===== config.mk =====
export PLATFORM = sky130hd
export DESIGN_NAME = rc_link_bind_and_hop_sequencer
export DESIGN_NICKNAME = d
export VERILOG_FILES = /design/src/sv/rclb_pkg.sv /design/src/sv/rclb_ctrl.sv /design/src/sv/rclb_dpath.sv /design/src/sv/rc_link_bind_and_hop_sequencer.sv
export SDC_FILE = /design/constraint.sdc
export NUM_CORES = 1
export LEC_CHECK = 0
export BUFFER_PORTS_ARGS = -buffer_cell sky130_fd_sc_hd__buf_2
export CAP_MARGIN = 20
export CORE_UTILIZATION = 35
export DETAILED_ROUTE_END_ITERATION = 8
export PLACE_DENSITY = 0.58
export RECOVER_POWER = 25
export SLEW_MARGIN = 20
export SYNTH_ARGS = -nofsm -noshare
export SYNTH_HDL_FRONTEND = slang
export SYNTH_SLANG_ARGS = --single-unit
export TNS_END_PERCENT = 5

===== constraint.sdc =====
create_clock -name clk -period 17.7 [get_ports clk]
set_input_delay 1.77 -clock clk [delete_from_list [all_inputs] [get_ports clk]]
set_output_delay 1.77 -clock clk [all_outputs]
set_load 0.005 [all_outputs]

===== src/sv/rclb_pkg.sv =====
`default_nettype none
package rclb_pkg;

    localparam int NUM_STICKS  = 8;
    localparam int FRAME_BYTES = 20;
    localparam int MAG_W       = 15;
    localparam int PROD_W      = 23;

    localparam int SCALE_GAIN   = 497;
    localparam int SCALE_OFFSET = 1497;

    localparam logic [6:0] RF_BIND_CH      = 7'd3;
    localparam logic [7:0] BIND_MATCH      = 8'h13;
    localparam logic [7:0] BIND_FILL       = 8'h05;
    localparam logic [7:0] BIND_MARK       = 8'h99;
    localparam logic [7:0] BIND_HOLD_TICKS = 8'd27;
    localparam logic [7:0] BIND_FRAMES     = 8'd20;
    localparam logic [7:0] BIND_TAIL_TICKS = 8'd217;

    localparam logic [15:0] RATE_1M   = 16'd0;
    localparam logic [15:0] RATE_250K = 16'd1;
    localparam logic [15:0] MODE_OFF  = 16'd0;
    localparam logic [15:0] MODE_RX   = 16'd1;
    localparam logic [15:0] MODE_TX   = 16'd2;

    typedef enum logic [1:0] {
        OP_START = 2'd0,
        OP_STORE = 2'd1,
        OP_TICK  = 2'd2
    } op_t;

    typedef enum logic [1:0] {
        CFG_TX_ID = 2'd0,
        CFG_HOP1  = 2'd1,
        CFG_HOP2  = 2'd2
    } cfg_reg_t;

    typedef enum logic [3:0] {
        PH_BIND0      = 4'd0,
        PH_BIND1      = 4'd1,
        PH_BIND2      = 4'd2,
        PH_DATA0      = 4'd3,
        PH_DATA1      = 4'd4,
        PH_DATA2      = 4'd5,
        PH_DATA3      = 4'd6,
        PH_DATA4      = 4'd7,
        PH_BIND2_WAIT = 4'd9,
        PH_DATA0_WAIT = 4'd10
    } phase_t;

    typedef enum logic [3:0] {
        ACT_WAIT      = 4'd0,
        ACT_RF_CH     = 4'd1,
        ACT_RATE      = 4'd2,
        ACT_MODE      = 4'd3,
        ACT_ADDR      = 4'd4,
        ACT_PAYLOAD   = 4'd5,
        ACT_READ      = 4'd6,
        ACT_FLUSH     = 4'd7,
        ACT_POWER     = 4'd8,
        ACT_BIND_DONE = 4'd9
    } act_t;

    typedef enum logic [3:0] {
        EM_NONE,
        EM_PRE,
        EM_READ,
        EM_MATCH,
        EM_BDONE,
        EM_ADDR,
        EM_RFCH,
        EM_FLUSH,
        EM_PAY,
        EM_BPAY,
        EM_POWER,
        EM_WAIT
    } emit_t;

    typedef enum logic [2:0] {
        W_START,
        W_LISTEN,
        W_SLOW,
        W_BIND,
        W_HOP,
        W_FRAME,
        W_IDLE
    } wsel_t;

    typedef enum logic [3:0] {
        ST_IDLE,
        ST_SCALE1,
        ST_SCALE2,
        ST_SCALE3,
        ST_PRE,
        ST_READ,
        ST_MATCH,
        ST_BDONE,
        ST_ADDR,
        ST_RFCH,
        ST_FLUSH,
        ST_PAY,
        ST_BPAY,
        ST_POWER,
        ST_WAIT
    } ctl_state_t;

    typedef struct packed {
        logic       accept;
        logic       emit;
        emit_t      em;
        logic [4:0] idx;
        wsel_t      wsel;
        logic       scale1;
        logic       scale2;
        logic       scale3;
    } ctl_cmd_t;

    typedef struct packed {
        logic [1:0] op;
        phase_t     phase;
        logic       rx_ready;
        logic       rx_match;
        logic       power_diff;
        logic       out_free;
    } dp_status_t;

    function automatic logic [15:0] wait_us(input wsel_t w);
        logic [15:0] v;
        case (w)
            W_START:  v = 16'd50000;
            W_LISTEN: v = 16'd1000;
            W_SLOW:   v = 16'd10000;
            W_BIND:   v = 16'd22520;
            W_HOP:    v = 16'd2000;
            W_FRAME:  v = 16'd5000;
            default:  v = 16'd0;
        endcase
        return v;
    endfunction

endpackage
`default_nettype wire


===== src/sv/rclb_ctrl.sv =====
`default_nettype none
module rclb_ctrl (
    input  wire logic                  clk,
    input  wire logic                  rst_n,
    input  wire logic                  s_tvalid,
    output logic                       s_tready,
    input  wire rclb_pkg::dp_status_t  status,
    output rclb_pkg::ctl_cmd_t         cmd
);

    rclb_pkg::ctl_state_t state_reg, state_next;
    logic [4:0]           idx_reg, idx_next;
    rclb_pkg::wsel_t      wsel_reg, wsel_next;
    logic                 rx_reg, rx_next;
    logic                 match_reg, match_next;
    logic                 pdiff_reg, pdiff_next;

    logic       accept;
    logic       emitting;
    logic       emit;
    logic [4:0] seg_len;
    logic       seg_done;

    assign accept = s_tvalid && (state_reg == rclb_pkg::ST_IDLE);

    always_comb
    begin
        case (state_reg)
            rclb_pkg::ST_PRE:   seg_len = 5'd3;
            rclb_pkg::ST_MATCH: seg_len = 5'd2;
            rclb_pkg::ST_BDONE: seg_len = 5'd4;
            rclb_pkg::ST_ADDR:  seg_len = 5'd4;
            rclb_pkg::ST_PAY:   seg_len = 5'(rclb_pkg::FRAME_BYTES);
            rclb_pkg::ST_BPAY:  seg_len = 5'(rclb_pkg::FRAME_BYTES);
            default:            seg_len = 5'd1;
        endcase
    end

    always_comb
    begin
        case (state_reg)
            rclb_pkg::ST_IDLE, rclb_pkg::ST_SCALE1, rclb_pkg::ST_SCALE2,
            rclb_pkg::ST_SCALE3: emitting = 1'b0;
            default:             emitting = 1'b1;
        endcase
    end

    assign emit     = emitting && status.out_free;
    assign seg_done = emit && (idx_reg == seg_len - 5'd1);

    // next state
    always_comb
    begin
        state_next = state_reg;
        wsel_next  = wsel_reg;
        rx_next    = rx_reg;
        match_next = match_reg;
        pdiff_next = pdiff_reg;
        case (state_reg)
            rclb_pkg::ST_IDLE:
            begin
                if (accept)
                begin
                    case (status.op)
                        rclb_pkg::OP_START:
                        begin
                            state_next = rclb_pkg::ST_WAIT;
                            wsel_next  = rclb_pkg::W_START;
                        end
                        rclb_pkg::OP_STORE:
                        begin
                            state_next = rclb_pkg::ST_SCALE1;
                        end
                        rclb_pkg::OP_TICK:
                        begin
                            rx_next    = status.rx_ready;
                            match_next = status.rx_match;
                            pdiff_next = status.power_diff;
                            case (status.phase)
                                rclb_pkg::PH_BIND0, rclb_pkg::PH_BIND1:
                                begin
                                    if (status.phase == rclb_pkg::PH_BIND0)
                                        state_next = rclb_pkg::ST_PRE;
                                    else if (status.rx_ready)
                                        state_next = rclb_pkg::ST_READ;
                                    else
                                        state_next = rclb_pkg::ST_WAIT;
                                    wsel_next = (status.rx_ready && status.rx_match) ?
                                                rclb_pkg::W_SLOW : rclb_pkg::W_LISTEN;
                                end
                                rclb_pkg::PH_BIND2_WAIT, rclb_pkg::PH_DATA0_WAIT:
                                begin
                                    state_next = rclb_pkg::ST_WAIT;
                                    wsel_next  = rclb_pkg::W_SLOW;
                                end
                                rclb_pkg::PH_BIND2:
                                begin
                                    state_next = rclb_pkg::ST_BPAY;
                                    wsel_next  = rclb_pkg::W_BIND;
                                end
                                rclb_pkg::PH_DATA0:
                                begin
                                    state_next = rclb_pkg::ST_BDONE;
                                    wsel_next  = rclb_pkg::W_HOP;
                                end
                                rclb_pkg::PH_DATA1, rclb_pkg::PH_DATA4:
                                begin
                                    state_next = rclb_pkg::ST_ADDR;
                                    wsel_next  = rclb_pkg::W_HOP;
                                end
                                rclb_pkg::PH_DATA2, rclb_pkg::PH_DATA3:
                                begin
                                    state_next = rclb_pkg::ST_FLUSH;
                                    wsel_next  = rclb_pkg::W_FRAME;
                                end
                                default:
                                begin
                                    state_next = rclb_pkg::ST_WAIT;
                                    wsel_next  = rclb_pkg::W_IDLE;
                                end
                            endcase
                        end
                        default:
                        begin
                            state_next = rclb_pkg::ST_IDLE;
                        end
                    endcase
                end
            end
            rclb_pkg::ST_SCALE1: state_next = rclb_pkg::ST_SCALE2;
            rclb_pkg::ST_SCALE2: state_next = rclb_pkg::ST_SCALE3;
            rclb_pkg::ST_SCALE3: state_next = rclb_pkg::ST_IDLE;
            rclb_pkg::ST_PRE:
                if (seg_done)
                    state_next = rx_reg ? rclb_pkg::ST_READ : rclb_pkg::ST_WAIT;
            rclb_pkg::ST_READ:
                if (seg_done)
                    state_next = match_reg ? rclb_pkg::ST_MATCH : rclb_pkg::ST_WAIT;
            rclb_pkg::ST_MATCH:
                if (seg_done)
                    state_next = rclb_pkg::ST_WAIT;
            rclb_pkg::ST_BDONE:
                if (seg_done)
                    state_next = rclb_pkg::ST_ADDR;
            rclb_pkg::ST_ADDR:
                if (seg_done)
                    state_next = rclb_pkg::ST_RFCH;
            rclb_pkg::ST_RFCH:
                if (seg_done)
                    state_next = rclb_pkg::ST_WAIT;
            rclb_pkg::ST_FLUSH:
                if (seg_done)
                    state_next = rclb_pkg::ST_PAY;
            rclb_pkg::ST_PAY:
                if (seg_done)
                    state_next = pdiff_reg ? rclb_pkg::ST_POWER : rclb_pkg::ST_WAIT;
            rclb_pkg::ST_BPAY:
                if (seg_done)
                    state_next = rclb_pkg::ST_WAIT;
            rclb_pkg::ST_POWER:
                if (seg_done)
                    state_next = rclb_pkg::ST_WAIT;
            rclb_pkg::ST_WAIT:
                if (seg_done)
                    state_next = rclb_pkg::ST_IDLE;
            default:
                state_next = rclb_pkg::ST_IDLE;
        endcase

        if (state_next != state_reg)
            idx_next = 5'd0;
        else if (emit)
            idx_next = idx_reg + 5'd1;
        else
            idx_next = idx_reg;
    end

    // outputs
    always_comb
    begin
        s_tready   = (state_reg == rclb_pkg::ST_IDLE);
        cmd.accept = accept;
        cmd.emit   = emit;
        cmd.idx    = idx_reg;
        cmd.wsel   = wsel_reg;
        cmd.scale1 = (state_reg == rclb_pkg::ST_SCALE1);
        cmd.scale2 = (state_reg == rclb_pkg::ST_SCALE2);
        cmd.scale3 = (state_reg == rclb_pkg::ST_SCALE3);
        case (state_reg)
            rclb_pkg::ST_PRE:   cmd.em = rclb_pkg::EM_PRE;
            rclb_pkg::ST_READ:  cmd.em = rclb_pkg::EM_READ;
            rclb_pkg::ST_MATCH: cmd.em = rclb_pkg::EM_MATCH;
            rclb_pkg::ST_BDONE: cmd.em = rclb_pkg::EM_BDONE;
            rclb_pkg::ST_ADDR:  cmd.em = rclb_pkg::EM_ADDR;
            rclb_pkg::ST_RFCH:  cmd.em = rclb_pkg::EM_RFCH;
            rclb_pkg::ST_FLUSH: cmd.em = rclb_pkg::EM_FLUSH;
            rclb_pkg::ST_PAY:   cmd.em = rclb_pkg::EM_PAY;
            rclb_pkg::ST_BPAY:  cmd.em = rclb_pkg::EM_BPAY;
            rclb_pkg::ST_POWER: cmd.em = rclb_pkg::EM_POWER;
            rclb_pkg::ST_WAIT:  cmd.em = rclb_pkg::EM_WAIT;
            default:            cmd.em = rclb_pkg::EM_NONE;
        endcase
    end

    always_ff @(posedge clk or negedge rst_n)
    begin
        if (!rst_n)
        begin
            state_reg <= rclb_pkg::ST_IDLE;
            idx_reg   <= 5'd0;
            wsel_reg  <= rclb_pkg::W_IDLE;
            rx_reg    <= 1'b0;
            match_reg <= 1'b0;
            pdiff_reg <= 1'b0;
        end
        else
        begin
            state_reg <= state_next;
            idx_reg   <= idx_next;
            wsel_reg  <= wsel_next;
            rx_reg    <= rx_next;
            match_reg <= match_next;
            pdiff_reg <= pdiff_next;
        end
    end

endmodule
`default_nettype wire


===== src/sv/rclb_dpath.sv =====
`default_nettype none
module rclb_dpath #(
    parameter int CHANNEL_FULL_SCALE = 10000
) (
    input  wire logic                clk,
    input  wire logic                rst_n,
    input  wire logic                cfg_we,
    input  wire logic [1:0]          cfg_index,
    input  wire logic [31:0]         cfg_data,
    input  wire logic [31:0]         s_tdata,
    input  wire logic [1:0]          s_tuser,
    input  wire logic                m_tready,
    input  wire rclb_pkg::ctl_cmd_t  cmd,
    output rclb_pkg::dp_status_t     status,
    output logic                     m_tvalid,
    output logic [23:0]              m_tdata,
    output logic [3:0]               m_tuser,
    output logic                     m_tlast
);

    // floor(p / FS) == (p * RECIP) >> K_SHIFT for every p below 2**PROD_W
    localparam int          K_SHIFT     = rclb_pkg::PROD_W + $clog2(CHANNEL_FULL_SCALE);
    localparam logic [63:0] RECIP_FULL  = ((64'd1 << K_SHIFT) + 64'(CHANNEL_FULL_SCALE)
                                           - 64'd1) / 64'(CHANNEL_FULL_SCALE);
    localparam int          RECIP_W     = rclb_pkg::PROD_W - rclb_pkg::MAG_W + 17;
    localparam logic [RECIP_W-1:0] RECIP = RECIP_FULL[RECIP_W-1:0];
    localparam int          P2_W        = rclb_pkg::PROD_W + RECIP_W;
    localparam logic [15:0] WORD_ZERO   = 16'(rclb_pkg::SCALE_OFFSET * 8);
    localparam int          SIDX_W      = $clog2(rclb_pkg::NUM_STICKS);

    logic                            in_bind;
    logic [2:0]                      in_power;
    logic [SIDX_W-1:0]               in_chidx;
    logic [rclb_pkg::MAG_W-1:0]      in_value;
    logic                            in_rx_ready;
    logic [7:0]                      in_rx_byte;

    assign in_bind     = s_tdata[0];
    assign in_power    = s_tdata[3:1];
    assign in_chidx    = s_tdata[6:4];
    assign in_value    = s_tdata[21:7];
    assign in_rx_ready = s_tdata[22];
    assign in_rx_byte  = s_tdata[30:23];

    logic [31:0]       tx_id_reg;
    logic [6:0]        hop_ch1_reg, hop_ch2_reg;
    rclb_pkg::phase_t  phase_reg, phase_next;
    logic [7:0]        cnt_reg, cnt_next;
    logic              hop_sel_reg, hop_sel_next;
    logic [2:0]        power_reg, power_next;
    logic              item_hop_reg, item_hop_next;
    logic [2:0]        item_power_reg, item_power_next;
    logic              item_mark_reg, item_mark_next;

    logic [15:0]                   words_reg [rclb_pkg::NUM_STICKS];
    logic [rclb_pkg::MAG_W-1:0]    mag_reg;
    logic                          neg_reg;
    logic [SIDX_W-1:0]             sidx_reg;
    logic [rclb_pkg::PROD_W-1:0]   p1_reg;
    logic [P2_W-1:0]               p2_reg;

    logic              out_valid_reg;
    rclb_pkg::act_t    out_act_reg, emit_act;
    logic [15:0]       out_val_reg, emit_val;
    logic [4:0]        out_pos_reg, emit_pos;
    logic              out_last_reg, emit_last;

    logic [7:0]  cnt_inc;
    logic        tick_accept;
    logic [16:0] quo;
    logic [17:0] quo_s;
    logic [17:0] word_sum;
    logic [15:0] word_sel;
    logic [7:0]  word_byte;

    function automatic logic [7:0] id_byte(input logic [31:0] id, input logic [1:0] sel);
        return id[{sel, 3'b000} +: 8];
    endfunction

    assign status.op         = s_tuser;
    assign status.phase      = phase_reg;
    assign status.rx_ready   = in_rx_ready;
    assign status.rx_match   = (in_rx_byte == rclb_pkg::BIND_MATCH);
    assign status.power_diff = (power_reg != in_power);
    assign status.out_free   = !out_valid_reg || m_tready;

    assign cnt_inc     = cnt_reg + 8'd1;
    assign tick_accept = cmd.accept && (s_tuser == rclb_pkg::OP_TICK);

    // link state update, decided when the item is taken
    always_comb
    begin
        phase_next      = phase_reg;
        cnt_next        = cnt_reg;
        hop_sel_next    = hop_sel_reg;
        power_next      = power_reg;
        item_hop_next   = item_hop_reg;
        item_power_next = item_power_reg;
        item_mark_next  = item_mark_reg;
        if (cmd.accept && (s_tuser == rclb_pkg::OP_START))
        begin
            phase_next   = in_bind ? rclb_pkg::PH_BIND0 : rclb_pkg::PH_DATA0;
            hop_sel_next = 1'b0;
            power_next   = in_power;
        end
        else if (tick_accept)
        begin
            case (phase_reg)
                rclb_pkg::PH_BIND0, rclb_pkg::PH_BIND1:
                begin
                    if (status.rx_ready && status.rx_match)
                    begin
                        phase_next = rclb_pkg::PH_BIND2_WAIT;
                        cnt_next   = 8'd0;
                    end
                    else
                    begin
                        phase_next = rclb_pkg::PH_BIND1;
                    end
                end
                rclb_pkg::PH_BIND2_WAIT:
                begin
                    cnt_next = cnt_inc;
                    if (cnt_inc == rclb_pkg::BIND_HOLD_TICKS)
                    begin
                        cnt_next   = 8'd0;
                        phase_next = rclb_pkg::PH_BIND2;
                    end
                end
                rclb_pkg::PH_BIND2:
                begin
                    cnt_next       = cnt_inc;
                    item_mark_next = (cnt_inc == rclb_pkg::BIND_FRAMES);
                    if (cnt_inc == rclb_pkg::BIND_FRAMES)
                    begin
                        cnt_next   = 8'd0;
                        phase_next = rclb_pkg::PH_DATA0_WAIT;
                    end
                end
                rclb_pkg::PH_DATA0_WAIT:
                begin
                    cnt_next = cnt_inc;
                    if (cnt_inc == rclb_pkg::BIND_TAIL_TICKS)
                        phase_next = rclb_pkg::PH_DATA0;
                end
                rclb_pkg::PH_DATA0, rclb_pkg::PH_DATA1, rclb_pkg::PH_DATA4:
                begin
                    item_hop_next = hop_sel_reg;
                    hop_sel_next  = ~hop_sel_reg;
                    phase_next    = rclb_pkg::PH_DATA2;
                end
                rclb_pkg::PH_DATA2, rclb_pkg::PH_DATA3:
                begin
                    item_power_next = in_power;
                    power_next      = in_power;
                    phase_next      = (phase_reg == rclb_pkg::PH_DATA2) ?
                                      rclb_pkg::PH_DATA3 : rclb_pkg::PH_DATA4;
                end
                default:
                begin
                    phase_next = phase_reg;
                end
            endcase
        end
    end

    // scaled stick word: truncate toward zero, add offset, shift by three
    assign quo      = 17'(p2_reg >> K_SHIFT);
    assign quo_s    = neg_reg ? (18'd0 - {1'b0, quo}) : {1'b0, quo};
    assign word_sum = quo_s + 18'(rclb_pkg::SCALE_OFFSET);

    assign word_sel  = words_reg[cmd.idx[3:1]];
    assign word_byte = cmd.idx[0] ? word_sel[7:0] : word_sel[15:8];

    // result for the current sequencer slot
    always_comb
    begin
        emit_act  = rclb_pkg::ACT_WAIT;
        emit_val  = 16'd0;
        emit_pos  = 5'd0;
        emit_last = 1'b0;
        case (cmd.em)
            rclb_pkg::EM_PRE:
            begin
                case (cmd.idx[1:0])
                    2'd0:
                    begin
                        emit_act = rclb_pkg::ACT_RF_CH;
                        emit_val = 16'(rclb_pkg::RF_BIND_CH);
                    end
                    2'd1:
                    begin
                        emit_act = rclb_pkg::ACT_RATE;
                        emit_val = rclb_pkg::RATE_1M;
                    end
                    default:
                    begin
                        emit_act = rclb_pkg::ACT_MODE;
                        emit_val = rclb_pkg::MODE_RX;
                    end
                endcase
            end
            rclb_pkg::EM_READ:
                emit_act = rclb_pkg::ACT_READ;
            rclb_pkg::EM_MATCH:
            begin
                emit_act = rclb_pkg::ACT_MODE;
                emit_val = cmd.idx[0] ? rclb_pkg::MODE_TX : rclb_pkg::MODE_OFF;
            end
            rclb_pkg::EM_BDONE:
            begin
                case (cmd.idx[1:0])
                    2'd0:
                        emit_act = rclb_pkg::ACT_BIND_DONE;
                    2'd1:
                    begin
                        emit_act = rclb_pkg::ACT_RATE;
                        emit_val = rclb_pkg::RATE_250K;
                    end
                    2'd2:
                    begin
                        emit_act = rclb_pkg::ACT_MODE;
                        emit_val = rclb_pkg::MODE_OFF;
                    end
                    default:
                    begin
                        emit_act = rclb_pkg::ACT_MODE;
                        emit_val = rclb_pkg::MODE_TX;
                    end
                endcase
            end
            rclb_pkg::EM_ADDR:
            begin
                emit_act = rclb_pkg::ACT_ADDR;
                emit_val = {8'd0, id_byte(tx_id_reg, cmd.idx[1:0]) + {7'd0, item_hop_reg}};
                emit_pos = cmd.idx;
            end
            rclb_pkg::EM_RFCH:
            begin
                emit_act = rclb_pkg::ACT_RF_CH;
                emit_val = {9'd0, item_hop_reg ? hop_ch2_reg : hop_ch1_reg};
            end
            rclb_pkg::EM_FLUSH:
                emit_act = rclb_pkg::ACT_FLUSH;
            rclb_pkg::EM_PAY:
            begin
                emit_act = rclb_pkg::ACT_PAYLOAD;
                emit_pos = cmd.idx;
                if (cmd.idx[4])
                    emit_val = {8'd0, id_byte(tx_id_reg, ~cmd.idx[1:0])};
                else
                    emit_val = {8'd0, word_byte};
            end
            rclb_pkg::EM_BPAY:
            begin
                emit_act = rclb_pkg::ACT_PAYLOAD;
                emit_pos = cmd.idx;
                if (cmd.idx[4])
                    emit_val = {8'd0, id_byte(tx_id_reg, ~cmd.idx[1:0])};
                else if (cmd.idx == 5'd15)
                    emit_val = {8'd0, item_mark_reg ? rclb_pkg::BIND_MATCH : rclb_pkg::BIND_MARK};
                else
                    emit_val = {8'd0, rclb_pkg::BIND_FILL};
            end
            rclb_pkg::EM_POWER:
            begin
                emit_act = rclb_pkg::ACT_POWER;
                emit_val = {13'd0, item_power_reg};
            end
            rclb_pkg::EM_WAIT:
            begin
                emit_act  = rclb_pkg::ACT_WAIT;
                emit_val  = rclb_pkg::wait_us(cmd.wsel);
                emit_last = 1'b1;
            end
            default:
                emit_act = rclb_pkg::ACT_WAIT;
        endcase
    end

    always_ff @(posedge clk or negedge rst_n)
    begin
        if (!rst_n)
        begin
            tx_id_reg      <= 32'd0;
            hop_ch1_reg    <= 7'd4;
            hop_ch2_reg    <= 7'd8;
            phase_reg      <= rclb_pkg::PH_DATA0;
            cnt_reg        <= 8'd0;
            hop_sel_reg    <= 1'b0;
            power_reg      <= 3'd0;
            item_hop_reg   <= 1'b0;
            item_power_reg <= 3'd0;
            item_mark_reg  <= 1'b0;
            out_valid_reg  <= 1'b0;
            for (int i = 0; i < rclb_pkg::NUM_STICKS; i++)
                words_reg[i] <= WORD_ZERO;
        end
        else
        begin
            if (cfg_we)
            begin
                case (cfg_index)
                    rclb_pkg::CFG_TX_ID: tx_id_reg   <= cfg_data;
                    rclb_pkg::CFG_HOP1:  hop_ch1_reg <= cfg_data[6:0];
                    rclb_pkg::CFG_HOP2:  hop_ch2_reg <= cfg_data[6:0];
                    default:             tx_id_reg   <= tx_id_reg;
                endcase
            end
            phase_reg      <= phase_next;
            cnt_reg        <= cnt_next;
            hop_sel_reg    <= hop_sel_next;
            power_reg      <= power_next;
            item_hop_reg   <= item_hop_next;
            item_power_reg <= item_power_next;
            item_mark_reg  <= item_mark_next;
            if (cmd.scale3)
                words_reg[sidx_reg] <= {word_sum[12:0], 3'b000};
            if (cmd.emit)
                out_valid_reg <= 1'b1;
            else if (m_tready)
                out_valid_reg <= 1'b0;
        end
    end

    // payload registers
    always_ff @(posedge clk)
    begin
        if (cmd.accept && (s_tuser == rclb_pkg::OP_STORE))
        begin
            sidx_reg <= in_chidx;
            neg_reg  <= in_value[rclb_pkg::MAG_W-1];
            mag_reg  <= in_value[rclb_pkg::MAG_W-1] ? (~in_value + 15'd1) : in_value;
        end
        if (cmd.scale1)
            p1_reg <= rclb_pkg::PROD_W'({8'd0, mag_reg} * 23'(rclb_pkg::SCALE_GAIN));
        if (cmd.scale2)
            p2_reg <= {{RECIP_W{1'b0}}, p1_reg} * {{rclb_pkg::PROD_W{1'b0}}, RECIP};
        if (cmd.emit)
        begin
            out_act_reg  <= emit_act;
            out_val_reg  <= emit_val;
            out_pos_reg  <= emit_pos;
            out_last_reg <= emit_last;
        end
    end

    assign m_tvalid = out_valid_reg;
    assign m_tdata  = {3'b000, out_pos_reg, out_val_reg};
    assign m_tuser  = out_act_reg;
    assign m_tlast  = out_last_reg;

endmodule
`default_nettype wire


===== src/sv/rc_link_bind_and_hop_sequencer.sv =====
// Channel   Dir  Handshake              Payload
// --------  ---  ---------------------  ---------------------------------------------
// cfg       in   cfg_we (no wait)       cfg_index, cfg_data: id, hop channel 1 and 2
// s_*       in   s_tvalid / s_tready    tuser op, tdata item fields
// m_*       out  m_tvalid / m_tready    tuser action, tdata value and byte position
//
// Cycles: one beat in, then one result beat per cycle while m_tready is high; a data
// frame tick gives up to 23 beats. A store beat runs the three-step scaling multiply.
// The action sequencer issues one result per cycle while the output register is free.
// Reset: rst_n async low; the link starts in the data start phase, all sticks at zero.
// Stalls: m_tready low holds the output register and the sequencer; s_tready is high
// only when no run is in progress.
`default_nettype none
module rc_link_bind_and_hop_sequencer #(
    parameter int CHANNEL_FULL_SCALE = 10000
) (
    input  wire logic        clk,
    input  wire logic        rst_n,
    input  wire logic        cfg_we,
    input  wire logic [1:0]  cfg_index,
    input  wire logic [31:0] cfg_data,
    input  wire logic        s_tvalid,
    output logic             s_tready,
    // [0] bind_request, [3:1] power_level, [6:4] channel_index,
    // [21:7] channel_value, [22] rx_ready, [30:23] rx_last_byte, [31] zero
    input  wire logic [31:0] s_tdata,
    // [1:0] op
    input  wire logic [1:0]  s_tuser,
    output logic             m_tvalid,
    input  wire logic        m_tready,
    // [15:0] action_value, [20:16] byte_position, [23:21] zero
    output logic [23:0]      m_tdata,
    // [3:0] action
    output logic [3:0]       m_tuser,
    // last_action: set on the closing wait of each run
    output logic             m_tlast
);

    rclb_pkg::ctl_cmd_t   cmd;
    rclb_pkg::dp_status_t status;

    // sequencer: picks the run of actions for each start or tick beat and steps through it
    rclb_ctrl u_ctrl (
        .clk      (clk),
        .rst_n    (rst_n),
        .s_tvalid (s_tvalid),
        .s_tready (s_tready),
        .status   (status),
        .cmd      (cmd)
    );

    // datapath: link state, stick words, config, result register
    rclb_dpath #(
        .CHANNEL_FULL_SCALE (CHANNEL_FULL_SCALE)
    ) u_dpath (
        .clk       (clk),
        .rst_n     (rst_n),
        .cfg_we    (cfg_we),
        .cfg_index (cfg_index),
        .cfg_data  (cfg_data),
        .s_tdata   (s_tdata),
        .s_tuser   (s_tuser),
        .m_tready  (m_tready),
        .cmd       (cmd),
        .status    (status),
        .m_tvalid  (m_tvalid),
        .m_tdata   (m_tdata),
        .m_tuser   (m_tuser),
        .m_tlast   (m_tlast)
    );

endmodule
`default_nettype wire


==> flow_summary.ini <==
[status]
status = complete, but fails checks
violations = max-capacitance violations, max-slew violations

[synthesis]
synth-edff-count = 76
yosysMostFrequentCell = inv_1
synth_area_leaders = fa_1 (19%), ha_1 (15%), dfrtp_1 (12%)
ys_ff_latch = 255
yosysSeqAreaShare_pct = 28.5
synth_area_um2 = 24000
syn_area_per_cell_um2 = 10.8
synth_cell_types = 90
synth_top_cell_area_share_pct = 19.1
synth_top_cell_by_area = fa_1
synth_top_flop_cell = dfrtp_1
synthTopCellsByCount = inv_1 (379), ha_1 (281), fa_1 (229)
ys_async_sr_fraction_pct = 70.2
yosys_warnings = 0
synthCells = 2231

[setup_path]
worstSetupEndpointType = flip-flop
arrival_ns = 7.12
r2r_slack_ns = 10.90
crit_start = u_dpath.p1_reg[2]$_DFFE_PP_
critPathCapture = u_dpath.p2_reg[39]$_DFFE_PP_
worstReg2RegEnd = u_dpath.p2_reg[39]$_DFFE_PP_
worst_r2r_path_depth = 21
required_ns = 18.02
start_kind = flip-flop
r2r_start = u_dpath.p1_reg[2]$_DFFE_PP_
worst-path-max-fanout = 6
critPathKind = reg2reg

[place]
placed_cell_area_um2 = 25400
port_buffers = 98
place_inst = 3142
gp_congestion = 0.890
dp_hpwl_mm = 45.0

[clocking]
clk_pin_slew_ns = 0.06
clkSinkCount = 255
clk_path_buf_depth = 3
cts_root_buf = clkbuf_16
htree_levels = 1
postCtsResizedCells = 0
post_cts_buffers = 0
cts_tree = built
cts_hold_buf = 0
insertion_delay_ns = 0.58
cts-buffers-inserted = 30

[timing]
fmax_mhz = 147
finalCriticalPeriod_ns = 6.80
period_share_pct = 38.4
slew-limit-headroom_pct = -197
finalSetupTns_ns = 0
setup_viol = 0
drv_slew = 101
finalHoldViolations = 0
max_slew.worst_pin.slew_ns = 4.45
rsz0062_at_grt = no
finClkSkew_ns = 0.0169

[detailed_routing]
drtIter0Drc = 1019
vias = 16200
drc = 0
ant_nets = 0
wl_per_cell_um = 17.6
viasPerCell = 5.08
routed_wl_mm = 56.4
first_pass_iters = 5

[floorplanning]
core-area_um2 = 67500
die_x_um = 264
rows = 95
dieHeight_um = 264
die_area_um2 = 69700
initial_core_util_pct = 35.6
io_pins = 104

[layout]
final_cells = 3198
diodes = 0
area_growth_pct = 9.56
layout-drive-gt1-share_pct = 16.4
final_net_count = 2884
largest_reg_flops = 96
fin_area_um2 = 26300

[grt]
antenna_found_initial = 2
grt_pass1_wl_mm = 94.2
grt_max_degree = 77
grt_overflow_total = 0
grt_util_all_layers_pct = 16.7
grt_pass1_vias = 17300

[worst_hold_path]
min_from = u_dpath.words_reg[7]$_DFFE_PN1P_
hold_class = reg2reg

[run]
drv_cap = 2
-- worst min-delay path by stage --
stage                     cells after the start                                 to
final                                         2   u_dpath.words_reg[7]$_DFFE_PN1P_
after global routing                          2  u_dpath.words_reg[13]$_DFFE_PN1P_
after CTS                                     2  u_dpath.words_reg[13]$_DFFE_PN1P_
after detailed placement                      2  u_dpath.words_reg[13]$_DFFE_PN1P_
after global placement                        2   u_dpath.words_reg[7]$_DFFE_PN1P_
after floorplan                               2  u_dpath.words_reg[13]$_DFFE_PN1P_
-- area by class of cell --
class                      count  area (um2)
sequential                   255        6840
inverter                     383        1440
fill                        6537       41200
timing repair buffer         106         546
clock buffer                  45         857
clock inverter                11         120
tap                          873        1090
multi-input combinational   1525       15400
-- metrics by stage --
stage	setup WS, ns	util (%)	hold WS [ns]
floorplan	11.58	-	0.437
global placement	10.95	37.6	0.448
detailed placement	10.92	37.6	0.453
CTS	10.88	39.0	0.463
global route	10.57	39.0	0.497
finish	10.90	39.0	0.459
-- cell families (layout without fill, tap and decap cells) --
family | Yosys count | after routing | synth area share, %
DFF | 255 | 255 | 28.5
other | 1 | 4 | 0.0156
xor gates and xnor gates | 87 | 87 | 3.25
and+or+nand+nor | 433 | 433 | 9.02
buffers and inverters | 454 | 545 | 7.36
AOI/OAI and AO/OA | 330 | 330 | 8.93
muxes | 161 | 161 | 9.23
adders and majority gates | 510 | 510 | 33.7
-- critical path, cell delays in order, from the launching register on --
cell and delay (ns):
edfxtp_1 0.50, ha_1 0.40, xor2_1 0.44, ha_1 0.24, nor2_1 0.08, fa_1 0.50
inv_1 0.06, fa_1 0.50, fa_1 0.52, fa_1 0.55, inv_1 0.09, fa_1 0.39
inv_1 0.07, ha_1 0.28, a21o_1 0.23, a21o_1 0.18, a2111oi_0 0.41, o311a_1 0.26
nor2_1 0.07, or4_4 0.52, a21oi_1 0.19, xnor2_1 0.09
-- layout by cell type, fill, tap and decap left out, drive strengths merged, types with 11 or more instances in the layout --
cell / synthesis / final
edfxtp: 76 / 76
a31oi: 11 / 11
dfrtp: 117 / 117
o211ai: 11 / 11
nand2: 153 / 153
mux2: 103 / 103
or3: 12 / 12
clkinv: 4 / 12
and3: 17 / 17
ha: 281 / 281
nand4: 12 / 12
a21oi: 62 / 62
buf: 27 / 102
nor2: 89 / 89
mux4: 38 / 38
dfstp: 62 / 62
nand2b: 24 / 24
xnor2: 52 / 52
clkbuf: 44 / 49
nand3: 28 / 28
inv: 379 / 380
nor2b: 20 / 20
a211oi: 11 / 11
a21o: 23 / 23
mux2i: 20 / 20
nor3: 22 / 22
fa: 229 / 229
xor2: 35 / 35
and2: 16 / 16
o21ai: 113 / 113
-- routing by layer --
metal / vias to the layer above / track usage [%] / share of wire, %
li1: 7687 / - / -
met1: 8171 / 22.8 / 46
met2: 307 / 28.6 / 49
met3: 63 / 2.02 / 3.9
met4: 4 / 3.03 / 1.4
met5: - / 0 / 0.048
Power is left out: the tool's default activity adds up to more than one toggle a clock period on the data nets, which glitch-free logic cannot reach.
